**src/mstp_pkg.sv**
```systemverilog
// package: sizes, command codes and bank interface types for the timer pool
package mstp_pkg;

  // pool size and counter width
  localparam int unsigned SLOTS     = 16;
  localparam int unsigned TIME_BITS = 32;

  // fixed field widths
  localparam int unsigned CMD_W      = 2;
  localparam int unsigned SLOT_W     = 4;
  localparam int unsigned INTERVAL_W = 32;

  // slot index width and a compare width that holds SLOTS itself
  localparam int unsigned SLOT_IDX_W = (SLOTS > 1) ? $clog2(SLOTS) : 1;
  localparam int unsigned SLOT_CMP_W = 9;
  localparam int unsigned IVAL_EXT_W = 96;

  typedef logic [SLOT_IDX_W-1:0] slot_idx_t;
  typedef logic [TIME_BITS-1:0]  time_t;

  // command codes
  typedef enum logic [CMD_W-1:0] {
    CMD_TICK     = 2'd0,
    CMD_START    = 2'd1,
    CMD_STOP     = 2'd2,
    CMD_STOP_ALL = 2'd3
  } cmd_e;

  // write requests into the slot bank
  typedef struct packed {
    logic      start_en;
    slot_idx_t start_idx;
    logic      start_once;
    time_t     start_period;
    logic      stop_en;
    slot_idx_t stop_idx;
    logic      stop_all;
    logic      scan_en;
    slot_idx_t scan_idx;
    time_t     scan_rem;
    logic      scan_disarm;
  } bank_wr_t;

  // state of the slot under scan
  typedef struct packed {
    logic  armed;
    logic  once;
    time_t reload;
    time_t rem;
  } bank_rd_t;

endpackage

```
**src/mstp_slot_bank.sv**
```systemverilog
// slot bank: armed bits, one-shot flags, reload periods and countdowns
module mstp_slot_bank (
  input  logic               clk_i,
  input  logic               rst_ni,
  input  mstp_pkg::bank_wr_t wr_i,
  input  mstp_pkg::slot_idx_t rd_idx_i,
  output mstp_pkg::bank_rd_t rd_o
);
  import mstp_pkg::*;

  logic [SLOTS-1:0] armed_q;
  logic [SLOTS-1:0] once_q;
  time_t            reload_q [SLOTS];
  time_t            rem_q    [SLOTS];

  // armed bits: start sets, stop and one-shot expiry clear
  always_ff @(posedge clk_i or negedge rst_ni) begin
    if (!rst_ni) begin
      armed_q <= '0;
    end else if (wr_i.stop_all) begin
      armed_q <= '0;
    end else if (wr_i.start_en) begin
      armed_q[wr_i.start_idx] <= 1'b1;
    end else if (wr_i.stop_en) begin
      armed_q[wr_i.stop_idx] <= 1'b0;
    end else if (wr_i.scan_en && wr_i.scan_disarm) begin
      armed_q[wr_i.scan_idx] <= 1'b0;
    end
  end

  // per-slot payload, written by start and by the scan
  always_ff @(posedge clk_i) begin
    if (wr_i.start_en) begin
      once_q[wr_i.start_idx]   <= wr_i.start_once;
      reload_q[wr_i.start_idx] <= wr_i.start_period;
      rem_q[wr_i.start_idx]    <= wr_i.start_period;
    end else if (wr_i.scan_en) begin
      rem_q[wr_i.scan_idx] <= wr_i.scan_rem;
    end
  end

  // read port for the scan
  assign rd_o.armed  = armed_q[rd_idx_i];
  assign rd_o.once   = once_q[rd_idx_i];
  assign rd_o.reload = reload_q[rd_idx_i];
  assign rd_o.rem    = rem_q[rd_idx_i];

endmodule

```
**src/mstp_dec_unit.sv**
```systemverilog
// shared countdown unit: decrement, zero detect and reload select
module mstp_dec_unit (
  input  mstp_pkg::time_t rem_i,
  input  mstp_pkg::time_t reload_i,
  output mstp_pkg::time_t next_o,
  output logic            expired_o
);
  import mstp_pkg::*;

  time_t dec;

  // count down, reload on reaching zero
  assign dec       = rem_i - TIME_BITS'(1);
  assign expired_o = (dec == '0);
  assign next_o    = expired_o ? reload_i : dec;

endmodule

```
**src/multi_slot_timer_pool_top.sv**
```systemverilog
// top level: command decode, tick scan sequencer and result register
//
// A pool of SLOTS timer slots driven over a valid/stall input channel.
// Each item carries a command: tick, start slot, stop slot or stop all.
// Start, stop and stop-all take effect in the cycle the item is accepted
// and produce no result; the input is ready again on the next cycle.
// A tick starts a scan that walks the slots one per cycle, unless held by a
// stalled result, through a single shared countdown unit, then enters a
// flush state that releases the final result.
// The input channel is stalled for the whole scan and flush.
// Expired slots come out on the result channel in ascending slot order,
// one item each, with last set on the final one of the tick; a tick with
// no expiry gives no result. Results leave through an output register, so
// a new command is taken while a result still waits.
// When the receiver stalls, the scan holds on the next expiring slot until
// the register frees up.
// Reset disarms every slot and empties the result register; slot periods
// and countdowns hold no reset value and are loaded by start.
module multi_slot_timer_pool_top (
  input  logic                                clk_i,
  input  logic                                rst_ni,
  input  logic                                in_valid_i,
  output logic                                in_stall_o,
  input  logic [mstp_pkg::CMD_W-1:0]          in_command_i,
  input  logic [mstp_pkg::SLOT_W-1:0]         in_slot_i,
  input  logic [mstp_pkg::INTERVAL_W-1:0]     in_interval_i,
  input  logic                                in_single_shot_i,
  output logic                                out_valid_o,
  input  logic                                out_stall_i,
  output logic [mstp_pkg::SLOT_W-1:0]         out_fired_slot_o,
  output logic                                out_was_single_shot_o,
  output logic                                out_last_o
);
  import mstp_pkg::*;

  localparam logic [1:0] ST_IDLE  = 2'd0;
  localparam logic [1:0] ST_SCAN  = 2'd1;
  localparam logic [1:0] ST_FLUSH = 2'd2;

  localparam slot_idx_t LAST_IDX = SLOT_IDX_W'(SLOTS - 1);

  logic [1:0] state_q, state_d;
  slot_idx_t  idx_q, idx_d;

  logic              pend_v_q, pend_v_d;
  logic [SLOT_W-1:0] pend_slot_q, pend_slot_d;
  logic              pend_once_q, pend_once_d;

  logic              out_v_q, out_v_d;
  logic [SLOT_W-1:0] out_slot_q, out_slot_d;
  logic              out_once_q, out_once_d;
  logic              out_last_q, out_last_d;

  logic acc;
  cmd_e cmd;
  logic [SLOT_CMP_W-1:0] slot_ext;
  logic                  slot_ok;
  slot_idx_t             slot_idx;
  logic [IVAL_EXT_W-1:0] ival_ext;
  time_t                 ival;
  time_t                 period;

  bank_wr_t wr;
  bank_rd_t rd;
  time_t    next_rem;
  logic     expired;

  logic                  fire;
  logic                  out_free;
  logic                  blocked;
  logic                  step;
  logic                  push;
  logic                  push_last;
  logic [SLOT_CMP_W-1:0] idx_ext;

  // input handshake and field decode
  assign in_stall_o = (state_q != ST_IDLE);
  assign acc        = in_valid_i && !in_stall_o;
  assign cmd        = cmd_e'(in_command_i);
  assign slot_ext   = SLOT_CMP_W'(in_slot_i);
  assign slot_ok    = (slot_ext < SLOT_CMP_W'(SLOTS));
  assign slot_idx   = slot_ext[SLOT_IDX_W-1:0];
  assign ival_ext   = IVAL_EXT_W'(in_interval_i);
  assign ival       = ival_ext[TIME_BITS-1:0];
  assign period     = (ival == '0) ? TIME_BITS'(1) : ival;

  // slot state storage
  mstp_slot_bank u_bank (
    .clk_i    (clk_i),
    .rst_ni   (rst_ni),
    .wr_i     (wr),
    .rd_idx_i (idx_q),
    .rd_o     (rd)
  );

  // shared countdown unit
  mstp_dec_unit u_dec (
    .rem_i     (rd.rem),
    .reload_i  (rd.reload),
    .next_o    (next_rem),
    .expired_o (expired)
  );

  // scan step control
  assign fire     = (state_q == ST_SCAN) && rd.armed && expired;
  assign out_free = !out_v_q || !out_stall_i;
  assign blocked  = fire && pend_v_q && !out_free;
  assign step     = (state_q == ST_SCAN) && !blocked;
  assign idx_ext  = SLOT_CMP_W'(idx_q);

  // bank write requests
  always_comb begin
    wr              = '0;
    wr.start_idx    = slot_idx;
    wr.start_once   = in_single_shot_i;
    wr.start_period = period;
    wr.stop_idx     = slot_idx;
    wr.scan_idx     = idx_q;
    wr.scan_rem     = next_rem;
    wr.scan_disarm  = fire && rd.once;
    wr.scan_en      = step && rd.armed;
    if (acc) begin
      unique case (cmd)
        CMD_START:    wr.start_en = slot_ok;
        CMD_STOP:     wr.stop_en  = slot_ok;
        CMD_STOP_ALL: wr.stop_all = 1'b1;
        CMD_TICK:     wr.start_en = 1'b0;
        default:      wr.start_en = 1'b0;
      endcase
    end
  end

  // sequencer, pending expiry and result register
  always_comb begin
    state_d     = state_q;
    idx_d       = idx_q;
    pend_v_d    = pend_v_q;
    pend_slot_d = pend_slot_q;
    pend_once_d = pend_once_q;
    push        = 1'b0;
    push_last   = 1'b0;
    unique case (state_q)
      ST_IDLE: begin
        if (acc && (cmd == CMD_TICK)) begin
          state_d  = ST_SCAN;
          idx_d    = '0;
          pend_v_d = 1'b0;
        end
      end
      ST_SCAN: begin
        if (step) begin
          if (fire) begin
            push        = pend_v_q;
            pend_v_d    = 1'b1;
            pend_slot_d = idx_ext[SLOT_W-1:0];
            pend_once_d = rd.once;
          end
          if (idx_q == LAST_IDX) begin
            state_d = ST_FLUSH;
          end else begin
            idx_d = idx_q + SLOT_IDX_W'(1);
          end
        end
      end
      ST_FLUSH: begin
        if (!pend_v_q) begin
          state_d = ST_IDLE;
        end else if (out_free) begin
          push      = 1'b1;
          push_last = 1'b1;
          pend_v_d  = 1'b0;
          state_d   = ST_IDLE;
        end
      end
      default: begin
        state_d  = ST_IDLE;
        pend_v_d = 1'b0;
      end
    endcase

    out_v_d    = out_v_q;
    out_slot_d = out_slot_q;
    out_once_d = out_once_q;
    out_last_d = out_last_q;
    if (push) begin
      out_v_d    = 1'b1;
      out_slot_d = pend_slot_q;
      out_once_d = pend_once_q;
      out_last_d = push_last;
    end else if (!out_stall_i) begin
      out_v_d = 1'b0;
    end
  end

  // control registers
  always_ff @(posedge clk_i or negedge rst_ni) begin
    if (!rst_ni) begin
      state_q  <= ST_IDLE;
      idx_q    <= '0;
      pend_v_q <= 1'b0;
      out_v_q  <= 1'b0;
    end else begin
      state_q  <= state_d;
      idx_q    <= idx_d;
      pend_v_q <= pend_v_d;
      out_v_q  <= out_v_d;
    end
  end

  // payload registers
  always_ff @(posedge clk_i) begin
    pend_slot_q <= pend_slot_d;
    pend_once_q <= pend_once_d;
    out_slot_q  <= out_slot_d;
    out_once_q  <= out_once_d;
    out_last_q  <= out_last_d;
  end

  // result channel
  assign out_valid_o           = out_v_q;
  assign out_fired_slot_o      = out_slot_q;
  assign out_was_single_shot_o = out_once_q;
  assign out_last_o            = out_last_q;

  // no expiry is held over between ticks
  a_idle_no_pending: assert property (@(posedge clk_i) disable iff (!rst_ni)
    (state_q == ST_IDLE) |-> !pend_v_q)
    else $error("pending expiry left in idle");

  // an accepted tick always starts a scan
  a_tick_starts_scan: assert property (@(posedge clk_i) disable iff (!rst_ni)
    (acc && (cmd == CMD_TICK)) |=> (state_q == ST_SCAN) && (idx_q == '0))
    else $error("tick did not start a scan at slot zero");

  // the final result of a tick is only released after the scan
  a_last_in_flush: assert property (@(posedge clk_i) disable iff (!rst_ni)
    (push && push_last) |-> (state_q == ST_FLUSH))
    else $error("last result released during scan");

  // a push never overwrites a result still waiting
  a_push_free: assert property (@(posedge clk_i) disable iff (!rst_ni)
    push |-> out_free)
    else $error("result register overwritten while stalled");

  // the scan holds its slot while blocked on the output
  a_blocked_holds: assert property (@(posedge clk_i) disable iff (!rst_ni)
    blocked |=> (state_q == ST_SCAN) && (idx_q == $past(idx_q)))
    else $error("scan advanced while blocked");

endmodule

```
**config.mk**
```make
export PLATFORM = sky130hd
export DESIGN_NAME = multi_slot_timer_pool_top
export DESIGN_NICKNAME = d
export VERILOG_FILES = /design/src/mstp_pkg.sv /design/src/mstp_slot_bank.sv /design/src/mstp_dec_unit.sv /design/src/multi_slot_timer_pool_top.sv
export SDC_FILE = /design/constraint.sdc
export NUM_CORES = 1
export LEC_CHECK = 0
export ABC_AREA = 1
export BUFFER_PORTS_ARGS = -buffer_cell sky130_fd_sc_hd__clkbuf_2
export CORE_UTILIZATION = 45
export CTS_CLUSTER_SIZE = 30
export DETAILED_ROUTE_END_ITERATION = 12
export PLACE_DENSITY = 0.69
export SLEW_MARGIN = 20
export SYNTH_ARGS = -nofsm -noshare
export SYNTH_HDL_FRONTEND = slang
export SYNTH_SLANG_ARGS = --single-unit
```
**constraint.sdc**
```tcl
create_clock -name clk_i -period 5.15 [get_ports clk_i]
set_clock_uncertainty 0.05 [all_clocks]
set_input_delay 0.2575 -clock clk_i [delete_from_list [all_inputs] [get_ports clk_i]]
set_output_delay 0.2575 -clock clk_i [all_outputs]
set_load 0.02 [all_outputs]
```
==> impl_metrics.ini <==
[critical_path]
cp.arrival_ns = 5.17
critPathMaxFanout = 66
start_kind = flop
crit_path_end_kind = flop
critical_path_class = flop to flop
crit_required_ns = 5.45

[synthesis]
ys_ff_latch = 1075
synthMuxAreaShare = 0
synth_area_leaders = edfxtp_1, nand2_1, nor2_1
yosys.area_share.adder = 0.00243
yosysWarnings = 0
synth_xor_area_frac = 0.00167
synth_seq_area_share = 0.693
yosysTopAreaCell = edfxtp_1
synthFlopType = edfxtp_1
synth_nets = 4375
avgSynthCellArea_um2 = 10.7
ys_types = 47
synth-simple-area-share = 0.171
synth_top_area_share = 0.680
synth_top_family_by_area = simple AND/OR/NAND/NOR gates
syn-cell-area_um2 = 46400
syn_inst = 4323
synth-edff-count = 1051
synth_compound_area_frac = 0.0747
synthArstFlopShare = 0.0223

[timing]
rsz0062_at_grt = yes
max_freq_mhz = 205
setup_viol = 0
finalCritPeriodShare = 0.946
slew_headroom = 0.288
hold_viol = 0
setup_slack_ns = 0.280
drv_slew = 0
worst_slew_pin_slew_ns = 1.07
timing.hold.ws_ns = 0.0347
finalCriticalPeriod_ns = 4.87

[clock_network]
cts_htree_levels = 3
cts.path.max_buffers = 3
insertion_delay_ns = 0.70
cts.sinks = 1075
path_clk_slew_ns = 0.06
cts_tree = yes
clock-root-buffer = clkbuf_16
numCtsBuffers = 106

[global_routing]
grt_pass1_vias = 30300
grt_pass1_wl_um = 184000
antenna_found_initial = 10
grt_max_degree = 192
globalRouteOverflowTotal = 0
grt_use_total = 0.233

[pwr]
powerDensity_nw_per_um2 = 522
irDropWorstVdd_v = 0.000432
power_leakage_nw = 19.8

[cells_and_area]
syn_to_final_growth_pct = 13.4
drive_gt1_frac = 0.0976
nets = 4441
fillCellCount = 8674

[placed_design]
globalplace.congestion = 0.922
hpwlAfterDp_um = 67200
preCtsSetupSlack_ns = 0.318
portBuffers = 50

[run_status]
status = complete, no violations

[detailed_routing]
viasPerCell = 5.50
vias = 32200
wirelength_um = 123000
route.detailed.drc = 0
drt_iter0_markers = 3949
firstDrtPassIters = 6
wire_per_inst_um = 21.0
ant_nets = 0

[floorplan]
die_h_um = 323
fp-row-count = 117
die_w_um = 323
initial_core_util = 0.455
io_pins = 51
fp.coreArea_um2 = 102000
die_area_um2 = 104000

[flow_run]
drv_cap = 0

[hold_path]
holdCritPathClass = input pin to flop
[cell type report]
class | count | area (µm²) | area share
Antenna cell | 3 | 7.51 | 0.000143
Clock buffer | 135 | 2810 | 0.0534
Clock inverter | 60 | 453 | 0.00860
Inverter | 377 | 1450 | 0.0275
Multi-Input combinational cell | 2611 | 11900 | 0.226
Sequential cell | 1075 | 32200 | 0.611
Tap cell | 1368 | 1710 | 0.0325
Timing Repair Buffer | 218 | 2180 | 0.0413
[final timing paths]
kind                                          startpoint                           endpoint  slack, ns  depth (start not counted)
worst max register to register      idx_q[0]$_DFFE_PN0P_       u_bank.rem_q[9][8]$_DFFE_PP_       0.28                         25
worst min-delay path                   in_interval_i[21]  u_bank.reload_q[13][21]$_DFFE_PP_       0.03                          1
worst max-delay path                idx_q[0]$_DFFE_PN0P_       u_bank.rem_q[9][8]$_DFFE_PP_       0.28                         25
worst min register to register  pend_slot_q[0]$_DFFE_PP_      out_fired_slot_o[0]$_DFFE_PP_       0.37                          0
min in group asynchronous                         rst_ni     u_bank.armed_q[12]$_DFFE_PN0P_       0.09                          2
max in group asynchronous                         rst_ni               idx_q[0]$_DFFE_PN0P_       4.44                          2
[kinds of logic (layout without fill, tap and decap cells)]
kind of cell,Yosys count,after routing
buf+inv,637,790
other cells,0,3
flops,1075,1075
simple gates,1963,1963
fa+ha+maj,9,9
xor+xnor,8,8
compound gates,631,631
[placed cells by master, fill, tap and decap left out, drive strengths merged, types with 3 or more instances in the layout]
cell type | synthesis | final
nand2 | 1159 | 1159
edfxtp | 1051 | 1051
nor2 | 554 | 554
o21ai | 400 | 400
inv | 375 | 380
clkbuf | 144 | 188
nand3 | 172 | 172
o22ai | 153 | 153
buf | 116 | 144
clkinv | 2 | 45
nand4 | 43 | 43
a21oi | 42 | 42
dfrtp | 24 | 24
dlygate4sd3 | 0 | 21
nor3 | 12 | 12
nor4 | 9 | 9
ha | 9 | 9
nand3b | 8 | 8
clkinvlp | 0 | 8
a22o | 7 | 7
a221oi | 7 | 7
a21boi | 6 | 6
xor2 | 5 | 5
a311oi | 5 | 5
bufinv | 0 | 4
o21bai | 4 | 4
and2 | 4 | 4
diode | 0 | 3
o31ai | 3 | 3
xnor2 | 3 | 3
[metrics by stage]
step	total power, mW	area (µm²)	std cells	TNS, ns	utilization
finish	27.5	52700	5847	0	0.516
CTS	27.3	52500	5840	0	0.514
floorplan	16.8	46400	4323	0	-
detailed placement	20.0	49000	5624	0	0.480
global placement	19.9	49000	5624	0	0.480
global route	28.8	52700	5847	-0.905	0.516
[power by group]
part | total [mW] | internal [mW] | switching (mW) | leakage [nW]
logic | 9.80 | 2.89 | 6.91 | 8.40
registers | 10.3 | 10.2 | 0.112 | 9.78
clock network | 7.34 | 4.07 | 3.26 | 1.58
[synth_stat cells (2+ instances only)]
library cell / number
o21bai_1: 4
xor2_1: 5
buf_4: 24
a21oi_1: 42
nor2_2: 17
nor4_1: 9
buf_6: 17
o21ai_1: 30
and2_1: 3
xnor2_1: 2
nor2_4: 6
ha_1: 9
nand3_2: 4
o21ai_0: 370
clkinv_1: 2
a221oi_1: 7
nand3_1: 168
nor3_1: 11
nand2_4: 2
buf_1: 19
clkbuf_1: 144
nand2_1: 1151
nor2_1: 531
edfxtp_1: 1051
a311oi_1: 5
a21boi_0: 6
dfrtp_1: 24
o22ai_1: 153
nand3b_1: 8
inv_1: 368
a22o_1: 7
o31ai_1: 3
nand4_1: 41
nand4_2: 2
buf_2: 56
nand2_2: 6
inv_2: 6
[state kept, by name (all words and copies together) (netlist names), 2 cells and up]
signal	count
idx_q	4
out_fired_slot_o	4
pend_slot_q	4
state_q	2
u_bank.armed_q	16
u_bank.once_q	16
u_bank.reload_q	512
u_bank.rem_q	512
[worst max-delay path, stage by stage (launching register included)]
cell and delay (ns):
dfrtp_4 0.61, clkinv_16 0.23, buf_12 0.26, nand2_1 0.08, nand2_1 0.05, nand2_1 0.06, nand2_1 0.07, nand2_1 0.08
nand2_1 0.06, nor2_1 0.15, buf_4 0.18, nand2_1 0.08, nor2_1 0.16, nand2_1 0.12, nor2_4 0.17, nand2_1 0.10
xor2_1 0.26, clkinv_1 0.12, nor2_2 0.17, nand4_2 0.20, nand3_4 0.17, nand2_1 0.08, nand2_1 0.12, nand3_1 0.26
nor2_4 0.29, buf_12 0.25
[per-layer routing]
metal / vias to the layer above / track usage / part of all wire
met5: - / 0 / 0.00066
met4: 14 / 0.0792 / 0.031
met3: 290 / 0.0398 / 0.094
met2: 1525 / 0.371 / 0.47
met1: 15500 / 0.325 / 0.41
li1: 14800 / - / -
[repair_timing]
item,in CTS,in global routing
hold endpoints to repair,259,0
resized for setup,0,16
hold buffers,21,0
setup endpoints to repair,0,459
buffers inserted,0,1
(Power assumes the default switching activity.)
